===== src/rtl/core/mbph_pkg.sv =====
// shared types and register index constants for the masked byte pattern hunter
`default_nettype none

package mbph_pkg;

    // bytes held by the pattern and mask registers
    localparam int REG_BYTES = 16;

    typedef logic [7:0]  byte_t;
    typedef logic [15:0] addr_t;
    typedef logic [2:0]  cfg_addr_t;
    typedef logic [63:0] cfg_data_t;
    typedef logic [4:0]  len_t;
    typedef logic [REG_BYTES-1:0][7:0] reg_bytes_t;

    localparam cfg_addr_t REG_PATTERN_LOW  = 3'd0;
    localparam cfg_addr_t REG_PATTERN_HIGH = 3'd1;
    localparam cfg_addr_t REG_MASK_LOW     = 3'd2;
    localparam cfg_addr_t REG_MASK_HIGH    = 3'd3;
    localparam cfg_addr_t REG_PATTERN_LEN  = 3'd4;

endpackage

`default_nettype wire


===== src/rtl/core/mbph_cell.sv =====
// one window cell: holds a byte, passes it to the next cell, compares it under mask
`default_nettype none

module mbph_cell (
    input  wire logic             clk,
    input  wire logic             shift_en,
    input  wire mbph_pkg::byte_t  byte_in,
    input  wire mbph_pkg::byte_t  mask_byte,
    input  wire mbph_pkg::byte_t  pattern_byte,
    input  wire logic             active,
    output mbph_pkg::byte_t       byte_q,
    output logic                  hit
);
    import mbph_pkg::*;

    byte_t window_byte_reg;

    always_ff @(posedge clk)
    begin
        if (shift_en)
        begin
            window_byte_reg <= byte_in;
        end
    end

    assign byte_q = window_byte_reg;

    // cells beyond the pattern length never veto a match
    assign hit = !active || ((window_byte_reg & mask_byte) == pattern_byte);

endmodule

`default_nettype wire


===== src/rtl/core/masked_byte_pattern_hunter_core.sv =====
// top level: config registers, window cell row, match stage and output register
// an accepted byte shifts into the cell row and stage 1; a match then loads the output register
// throughput: one byte per cycle unless in_stall; the cell row shifts every accept
// in_stall rises only while the output register is full and stalled
// reset: pattern clear, masks all ones, length one, window fill empty
`default_nettype none

module masked_byte_pattern_hunter_core #(
    parameter int PATTERN_MAX = 16
) (
    input  wire logic                 clk,
    input  wire logic                 rst_n,
    input  wire logic                 in_valid,
    output logic                      in_stall,
    input  wire mbph_pkg::byte_t      byte_value,
    input  wire mbph_pkg::addr_t      byte_address,
    input  wire logic                 new_search,
    output logic                      out_valid,
    input  wire logic                 out_stall,
    output mbph_pkg::addr_t           match_address,
    input  wire logic                 cfg_valid,
    output logic                      cfg_ready,
    input  wire mbph_pkg::cfg_addr_t  cfg_index,
    input  wire mbph_pkg::cfg_data_t  cfg_data
);
    import mbph_pkg::*;

    localparam int LEN_CAP = (PATTERN_MAX < REG_BYTES) ? PATTERN_MAX : REG_BYTES;
    localparam int FILL_W  = $clog2(LEN_CAP + 1);

    // configuration
    cfg_data_t pattern_low_reg;
    cfg_data_t pattern_high_reg;
    cfg_data_t mask_low_reg;
    cfg_data_t mask_high_reg;
    len_t      pattern_len_reg;
    len_t      len_eff;
    reg_bytes_t pattern_vec;
    reg_bytes_t mask_vec;

    // pipeline control
    logic             in_accept;
    logic             out_load_ok;
    logic             s1_advance;
    logic             s1_valid_reg;
    logic             s1_valid_next;
    addr_t            s1_addr_reg;
    logic [FILL_W-1:0] fill_reg;
    logic [FILL_W-1:0] fill_base;
    logic [FILL_W-1:0] fill_next;
    logic             out_valid_reg;
    logic             out_valid_next;
    addr_t            match_address_reg;
    logic             match_now;

    // cell row
    logic [LEN_CAP-1:0][7:0] cell_byte;
    logic [LEN_CAP-1:0][7:0] cell_mask;
    logic [LEN_CAP-1:0][7:0] cell_pattern;
    logic [LEN_CAP-1:0][3:0] cell_sel;
    logic [LEN_CAP-1:0]      cell_active;
    logic [LEN_CAP-1:0]      cell_hit;

    assign cfg_ready = 1'b1;

    always_ff @(posedge clk or negedge rst_n)
    begin
        if (!rst_n)
        begin
            pattern_low_reg  <= '0;
            pattern_high_reg <= '0;
            mask_low_reg     <= '1;
            mask_high_reg    <= '1;
            pattern_len_reg  <= 5'd1;
        end
        else if (cfg_valid && cfg_ready)
        begin
            unique case (cfg_index)
                REG_PATTERN_LOW:  pattern_low_reg  <= cfg_data;
                REG_PATTERN_HIGH: pattern_high_reg <= cfg_data;
                REG_MASK_LOW:     mask_low_reg     <= cfg_data;
                REG_MASK_HIGH:    mask_high_reg    <= cfg_data;
                REG_PATTERN_LEN:  pattern_len_reg  <= cfg_data[4:0];
                default:          ;
            endcase
        end
    end

    assign pattern_vec = {pattern_high_reg, pattern_low_reg};
    assign mask_vec    = {mask_high_reg, mask_low_reg};

    // zero acts as one, anything above the cell count saturates
    always_comb
    begin
        if (pattern_len_reg == 5'd0)
        begin
            len_eff = 5'd1;
        end
        else if (pattern_len_reg > 5'(LEN_CAP))
        begin
            len_eff = 5'(LEN_CAP);
        end
        else
        begin
            len_eff = pattern_len_reg;
        end
    end

    // cell k holds the byte k places behind the newest, matched against byte len-1-k
    always_comb
    begin
        for (int k = 0; k < LEN_CAP; k++)
        begin
            cell_sel[k]     = 4'(len_eff - 5'(k) - 5'd1);
            cell_active[k]  = 5'(k) < len_eff;
            cell_mask[k]    = mask_vec[cell_sel[k]];
            cell_pattern[k] = pattern_vec[cell_sel[k]];
        end
    end

    for (genvar g = 0; g < LEN_CAP; g++)
    begin : g_cell
        byte_t cell_in;
        if (g == 0)
        begin : g_head
            assign cell_in = byte_value;
        end
        else
        begin : g_body
            assign cell_in = cell_byte[g-1];
        end

        mbph_cell u_cell (
            .clk          (clk),
            .shift_en     (in_accept),
            .byte_in      (cell_in),
            .mask_byte    (cell_mask[g]),
            .pattern_byte (cell_pattern[g]),
            .active       (cell_active[g]),
            .byte_q       (cell_byte[g]),
            .hit          (cell_hit[g])
        );
    end

    // handshake and stage advance
    assign out_load_ok = !out_valid_reg || !out_stall;
    assign s1_advance  = s1_valid_reg && out_load_ok;
    assign in_stall    = s1_valid_reg && !out_load_ok;
    assign in_accept   = in_valid && !in_stall;

    assign fill_base = new_search ? '0 : fill_reg;
    assign fill_next = (fill_base < FILL_W'(LEN_CAP)) ? fill_base + 1'b1 : fill_base;

    assign match_now = s1_valid_reg && (5'(fill_reg) >= len_eff) && (&cell_hit);

    always_comb
    begin
        s1_valid_next = s1_valid_reg;
        if (in_accept)
        begin
            s1_valid_next = 1'b1;
        end
        else if (s1_advance)
        begin
            s1_valid_next = 1'b0;
        end

        out_valid_next = out_valid_reg;
        if (s1_advance)
        begin
            out_valid_next = match_now;
        end
        else if (out_valid_reg && !out_stall)
        begin
            out_valid_next = 1'b0;
        end
    end

    always_ff @(posedge clk or negedge rst_n)
    begin
        if (!rst_n)
        begin
            s1_valid_reg  <= 1'b0;
            fill_reg      <= '0;
            out_valid_reg <= 1'b0;
        end
        else
        begin
            s1_valid_reg  <= s1_valid_next;
            out_valid_reg <= out_valid_next;
            if (in_accept)
            begin
                fill_reg <= fill_next;
            end
        end
    end

    always_ff @(posedge clk)
    begin
        if (in_accept)
        begin
            s1_addr_reg <= byte_address;
        end
        if (s1_advance && match_now)
        begin
            match_address_reg <= s1_addr_reg - 16'(len_eff) + 16'd1;
        end
    end

    assign out_valid     = out_valid_reg;
    assign match_address = match_address_reg;

    // a new result only comes out of a held window compare
    a_result_source: assert property (@(posedge clk) disable iff (!rst_n)
        $rose(out_valid_reg) |-> $past(s1_valid_reg))
        else $error("result without a pending compare");

    // a transaction that starts a search leaves exactly one byte in the window
    a_fill_restart: assert property (@(posedge clk) disable iff (!rst_n)
        in_accept && new_search |=> fill_reg == FILL_W'(1))
        else $error("window fill not restarted");

    // a held compare is not dropped or overwritten while the output is blocked
    a_s1_hold: assert property (@(posedge clk) disable iff (!rst_n)
        s1_valid_reg && in_stall |=> s1_valid_reg && $stable(s1_addr_reg))
        else $error("pending compare lost under stall");

endmodule

`default_nettype wire

===== config.mk =====
export PLATFORM = sky130hd
export DESIGN_NAME = masked_byte_pattern_hunter_core
export DESIGN_NICKNAME = d
export VERILOG_FILES = /design/src/rtl/core/mbph_pkg.sv /design/src/rtl/core/mbph_cell.sv /design/src/rtl/core/masked_byte_pattern_hunter_core.sv
export SDC_FILE = /design/constraint.sdc
export NUM_CORES = 1
export LEC_CHECK = 0
export BUFFER_PORTS_ARGS = -buffer_cell sky130_fd_sc_hd__buf_4
export CAP_MARGIN = 20
export CELL_PAD_IN_SITES_DETAIL_PLACEMENT = 1
export CELL_PAD_IN_SITES_GLOBAL_PLACEMENT = 2
export CORE_ASPECT_RATIO = 0.6
export CORE_MARGIN = 3
export CORE_UTILIZATION = 47
export CTS_CLUSTER_SIZE = 8
export DETAILED_ROUTE_END_ITERATION = 10
export PLACE_DENSITY = 0.86
export SYNTH_ARGS = -nofsm -noshare
export SYNTH_HDL_FRONTEND = slang
export SYNTH_SLANG_ARGS = --single-unit

===== constraint.sdc =====
create_clock -name clk -period 11.35 [get_ports clk]
set_input_delay 0.5675 -clock clk [delete_from_list [all_inputs] [get_ports clk]]
set_output_delay 0.5675 -clock clk [all_outputs]
set_load 0.03 [all_outputs]

# Word-level counts from Yosys, hierarchy flattened
# Index checks and enable logic that the tools add are counted.
classes:
  reduce_logical: 54
  n_eq_ne: 20
  n_lt_le_gt_ge: 35
  n_bitwise: 16
  n_mux: 72
  n_addsub: 33
ops:
  columns: ["cell", "count"]
  rows:
  - ["$bmux 8 s4", 32]
  - ["$mux 8", 32]
  - ["$and 8x8->8", 16]
  - ["$eq 8x8->1", 16]
  - ["$lt 4x5->1 const B", 16]
  - ["$sub 4x1->4 const B", 16]
  - ["$lt 4x5->1 const A", 8]
  - ["$sub 4x4->4 const B", 8]
  - ["$logic_not 1->1", 20]
  - ["$lt 3x5->1 const A", 4]
  - ["$mux 5", 4]
  - ["$logic_or 1x1->1", 17]
  - ["$add 16x1->16 const B", 1]
  - ["$reduce_and 16->1", 1]
  - ["$sub 16x5->16", 1]
  - ["$sub 4x3->4 const B", 4]
  - ["$lt 1x5->1 const A", 2]
  - ["$lt 2x5->1 const A", 2]
  - ["$reduce_and 2->1", 5]
  - ["$sub 4x2->4 const B", 2]
  - ["$logic_and 1x1->1", 7]
  - ["$eq 3x2->1 const B", 2]
  - ["$add 5x1->5 const B", 1]
  - ["$ge 5x5->1", 1]
  - ["8 further kinds", 12]
totals:
  ff_bits: 428
  out_inout_bits: 19
  in_bits: 97
  wordCells: 256

# Depth between registers and ports, before layout
logic_depth:
  depth_word: 13
  mapped_depth: 23
  mapped_depth_nobuf: 20

# Modules after synthesis
# Synthesis repeated with hierarchy kept, for this count alone.
unflattened:
  hier_cells: 2033
  hier_area_um2: 30598.1
by_module_without_submodules:
  columns: ["module", "seq_area_each_um2", "n_inst", "area_per_inst_um2", "cells_each"]
  rows:
  - ["masked_byte_pattern_hunter_core", 7828.8, 1, 24292.0, 1569]
  - ["mbph_cell", 240.2, 16, 394.1, 29]

# Least setup slack after synthesis
# Ideal clock, no wire load.
synth_timing:
  path_kind: "reg2reg"
  start: "register pattern_len_reg[4]"
  end: "register match_address_reg[0], in the netlist match_address[0], enable pin"
  setup_time_ps: 409
  t_required_ps: 10941
  n_path_buf: 5
  arrival_time_ps: 6497
  period_less_slack_ps: 6907
  path_slack_ps: 4443
  stages_incl_launch_ff: 21
  path_cell_list: "dfrtp_1 buf_2 inv_1 nand2_1 buf_1 clkbuf_1 clkbuf_1 ha_1 or4b_2 a22oi_1 nor2_1 xnor2_2 buf_6 mux4_2 nand2_1 xor2_1 nand4_1 o21ai_0 nand4_1 or4b_1 nor3_1"
synth_via:
  elab_chain_cells: 13
  word_cells_on_any_way: 183
  cone_classes: "30 x add/sub; 18 x order compare; 16 x eq/ne; 66 x mux; 16 x bitwise; 37 x reduce/logical"
synth_rtl:
  columns: ["element", "line_no", "rtl"]
  rows:
  - ["from (decl)", "masked_byte_pattern_hunter_core.sv:36", "len_t pattern_len_reg;"]
  - ["from (signal assigned)", "masked_byte_pattern_hunter_core.sv:83", "REG_PATTERN_LEN: pattern_len_reg <= cfg_data[4:0];"]
  - ["$gt 5x5->1", "masked_byte_pattern_hunter_core.sv:99", "else if (pattern_len_reg > 5'(LEN_CAP))"]
  - ["$mux 5", "masked_byte_pattern_hunter_core.sv:99", null]
  - ["$mux 5 (*)", "masked_byte_pattern_hunter_core.sv:95", "if (pattern_len_reg == 5'd0)"]
  - ["$sub 4x1->4 (tied with other cells)", "masked_byte_pattern_hunter_core.sv:114", "cell_sel[k] = 4'(len_eff - 5'(k) - 5'd1);"]
  - ["$sub 4x1->4", "masked_byte_pattern_hunter_core.sv:114", null]
  - ["$bmux 8 s4", "masked_byte_pattern_hunter_core.sv:116", "cell_mask[k] = mask_vec[cell_sel[k]];"]
  - ["$mux 8 (implied by the code)", "masked_byte_pattern_hunter_core.sv:116", null]
  - ["$and 8x8->8", "mbph_cell.sv:29", "assign hit = !active || ((window_byte_reg & mask_byte) == pattern_byte);"]
  - ["$eq 8x8->1", "mbph_cell.sv:29", null]
  - ["$logic_or 1x1->1", "mbph_cell.sv:29", null]
  - ["$reduce_and 16->1", "masked_byte_pattern_hunter_core.sv:154", "assign match_now = s1_valid_reg && (5'(fill_reg) >= len_eff) && (&cell_hit);"]
  - ["$logic_and 1x1->1 (*)", "masked_byte_pattern_hunter_core.sv:154", null]
  - ["$logic_and 1x1->1 (*)", "masked_byte_pattern_hunter_core.sv:204", "if (s1_advance && match_now)"]
  - ["to (signal assigned)", "masked_byte_pattern_hunter_core.sv:206", "match_address_reg <= s1_addr_reg - 16'(len_eff) + 16'd1;"]
  - ["to (decl)", "masked_byte_pattern_hunter_core.sv:53", "addr_t match_address_reg;"]
# Mark *: on every way between the ends. The rest lies on a longest branch, timed or not. The select of a mux whose other input is x is not followed.
# A chain may end at the register's enable or synchronous reset.

# Worst setup path after layout
# Ends and elaborated chain as after synthesis.

==> key figures <==
Logic synthesis
  • Yosys top cell area share: 22.07%
  • #FFs+latches synth: ~430
  • Synth unique cells: 98
  • Cell count after synthesis: between 2000 and 3000
  • Syn Area/Cell: ~12 µm²
  • Post-synth ARST share: between 60% and 70%
  • Ranking of synthesized cells by area: mux4_2 (22%), edfxtp_1 (15%), dfrtp_1 (11%), dfstp_2 (10%), mux2_2 (7.6%)
  • Post-synthesis sequential area ratio: a little over a third
  • Area leader, netlist: mux4_2
  • Syn_nets: around 3000
  • Yosys Warn Count: 0
  • Mapped Area: between 30000 and 40000 µm²
  • EDFF count, synth: 160
  • Ys flop type: edfxtp_1

Power
  • Max VDD drop: around 120 µV
  • Total internal power: 5.405 mW
  • PD cells: about 300 nW/µm²
  • Leakage: approximately 13 nW
  • Clk pwr share: 16.2%
  • Sw frac: about half
  • Net Sw Power: 5.420 mW
  • Sequential fraction of design power: 21.9%
  • Logic pwr share: between 60% and 70%

Placed design
  • Routability Congestion: approximately 1.1
  • Hpwl dp: between 100000 and 150000 µm
  • Dpl ws: around 3200 ps
  • Input/output buffers: approximately 110
  • Dpl cells: between 3000 and 4000

Layout
  • Max reg flops: between 100 and 150
  • Commonest non-fill, non-tap cell in the layout: mux4_2
  • Post-Layout Cell Count: 3830
  • Most frequent cells in the layout: mux4_2 (320), nand2_1 (304), mux2_2 (221)
  • Layout area overhead: 10.60%
  • # nets final: between 2000 and 3000
  • Layout cells sized above 1: between 30% and 40%

Drt
  • Total vias in the final route: 29340
  • Vias per inst: between 7 and 8
  • DR WL/cell: between 40 and 50 µm
  • Final ANT Viol Nets: 0
  • Drt pass-1 iters: 7
  • Drt initial violations: ~5000
  • DRC errors left: 0
  • Total Wirelength: between 150000 and 200000 µm

CTS
  • Clock root buffer: clkbuf_16
  • Clock Latency Late Sink: approximately 650 ps
  • Total CTS buffers: slightly below 60
  • Setup repair bufs after CTS: 0
  • CTS H-tree lvls: 2
  • Worst-path clk slew: approximately 80 ps
  • TritonCTS clock tree: built
  • Clock Sinks: around 430
  • Clock tree buffer depth: 3

Floorplanning
  • Die Wd: approximately 350 µm
  • Initial Utilization: around 48%
  • Row count: between 70 and 80
  • Total I/O pin count: between 100 and 150
  • Die area: approximately 73000 µm²
  • Die Ht: approximately 210 µm
  • Core box area: around 70000 µm²

Timing
  • Final hold vios: 0
  • Fin crit period: 8691 ps
  • Final setup fails: 0
  • Final Skew: between 20 and 30 ps
  • Worst-margin pin slew: 1234 ps
  • Final Max Tran Viols: 0
  • Setup ws final: between 2000 and 3000 ps
  • Max-slew headroom: between 10% and 20%
  • Fin Setup TNS: 0 ps
  • Tcrit/Tclk final: approximately 77%
  • Hold Slack: around 98 ps
  • RSZ-0062 raised after global routing: no
  • Max Fclk: between 0.1 and 0.15 GHz

Setup path
  • Crit Reg-Reg Startpoint: pattern_len_reg[4]
  • Kind of start point of the critical path: flop
  • Path depth of the worst reg2reg path: 17
  • Req. time, crit path: between 10000 and 15000 ps
  • Critical path arrival: roughly 9000 ps
  • Crit end category: flop
  • R2R Path End: match_address[0]
  • R2r setup slk: between 2000 and 3000 ps
  • Max FO, Critical Path: 25
  • Kind of critical path: flop to flop

Global route
  • First-pass GRT wire length: 224200 µm
  • Total grt overflow: 0
  • Initial antenna violation count: 8
  • GRT Total Usage: 43.57%
  • Largest net degree at the start of global routing: about 100
  • Vias in the first global route: around 28000

Job
  • Maxcap violations: 0

Min path
  • Worst hold start: byte_value[1]
  • Hold WC Path Type: input port to flop
  • Hold endpoint: g_cell[0].u_cell.byte_q[1]
  • Hold path depth: 1

Outcome
  • Outcome: finished clean
==> stage by stage <==
step	utilization, %	instance area, µm²	total power, mW
after CTS	52.72	36080	10.42
after global placement	50.19	34340	8.485
after global routing	52.76	36100	11.02
after detailed placement	50.20	34350	8.633
after floorplan	-	32650	6.213
final	52.78	36110	10.83
==> worst max-delay path by stage <==
stage / slack, ps / depth (start not counted) / end / from
3_3_place_gp: 3200 / 17 / match_address[14] / pattern_len_reg[4]
3_5_place_dp: 3150 / 17 / match_address[13] / pattern_len_reg[4]
2_1_floorplan: 4440 / 20 / match_address[0] / pattern_len_reg[4]
4_1_cts: 3100 / 17 / match_address[0] / pattern_len_reg[4]
5_1_grt: 2660 / 17 / match_address[4] / pattern_len_reg[4]
6_report: 2660 / 17 / match_address[0] / pattern_len_reg[4]
==> power by group through the flow <==
| stage | combinational, mW | clock (mW) | sequential [mW] |
|---|---|---|---|
| after floorplan | 4.07 | 0 | 2.14 |
| after global placement | 6.15 | 0 | 2.33 |
| after detailed placement | 6.28 | 0 | 2.35 |
| after CTS | 6.33 | 1.76 | 2.33 |
| after global routing | 6.81 | 1.83 | 2.38 |
| final | 6.70 | 1.75 | 2.37 |
==> cell type report <==
type                    instances  area, µm²
fillers                      7070      32310
multi-input cells            2072      19670
flip-flops and latches        428      11670
clock buffers                 111       1714
repair buffers                197       1500
well taps                     912       1141
inverters                     105      402.9
diodes                          5      12.51
==> per-layer routing <==
metal | part of all wire [%] | global-route usage (%) | wire length (µm)
met1 | 39 | 60.66 | 62080
met4 | 4.4 | 15.64 | 7046
met2 | 39 | 58.24 | 62800
met5 | 0.069 | 0 | 110
met3 | 18 | 21.79 | 28290
==> cells in the mapped netlist, types with 13 or more instances <==
cell type and instances:
nand4_1 26, a211oi_1 122, nor4_1 26, o22ai_1 22
nor3_1 123, edfxtp_1 160, buf_2 67, clkbuf_1 116
a31oi_1 13, o21ai_0 134, nor2_1 75, dfrtp_1 139
xnor2_1 52, a22oi_1 35, o211ai_1 41, nor2b_1 19
a221oi_1 20, xor2_1 61, dfstp_2 129, a21oi_1 65
a21o_1 17, nand2b_1 18, mux2i_1 48, nand3_1 38
ha_1 28, mux4_2 320, buf_1 23, nand2_1 306
inv_1 103, mux2_2 221
==> critical path: stages, from the launching register on <==
cell and delay (ps):
dfrtp_1 700, inv_1 210, nand2_2 520, inv_2 720, buf_4 550, ha_1 730, o21ai_0 410, o21ai_4 750
buf_4 570, mux4_2 570, nand2_1 110, xor2_1 450, nand4_1 250, o21ai_0 290, o21ai_0 120, or4b_1 570
nor3_2 390, buf_4 340
==> kinds of logic after synthesis <==
family / count (synthesis) / share of synthesized area [%]
adders and majority gates: 29 / 1.134
buffers and inverters: 336 / 4.667
muxes: 589 / 31.17
DFF: 428 / 35.75
AOI/OAI and AO/OA: 630 / 13.71
and+or+nand+nor: 707 / 10.38
xor gates and xnor gates: 116 / 3.181
other: 1 / 0.01148
==> repair_timing <==
action,4_1_cts,5_1_grt
hold buffers,1,0
setup endpoints to repair,0,0
hold endpoints to repair,46,0
resized for setup,0,0
(Power assumes the default switching activity.)
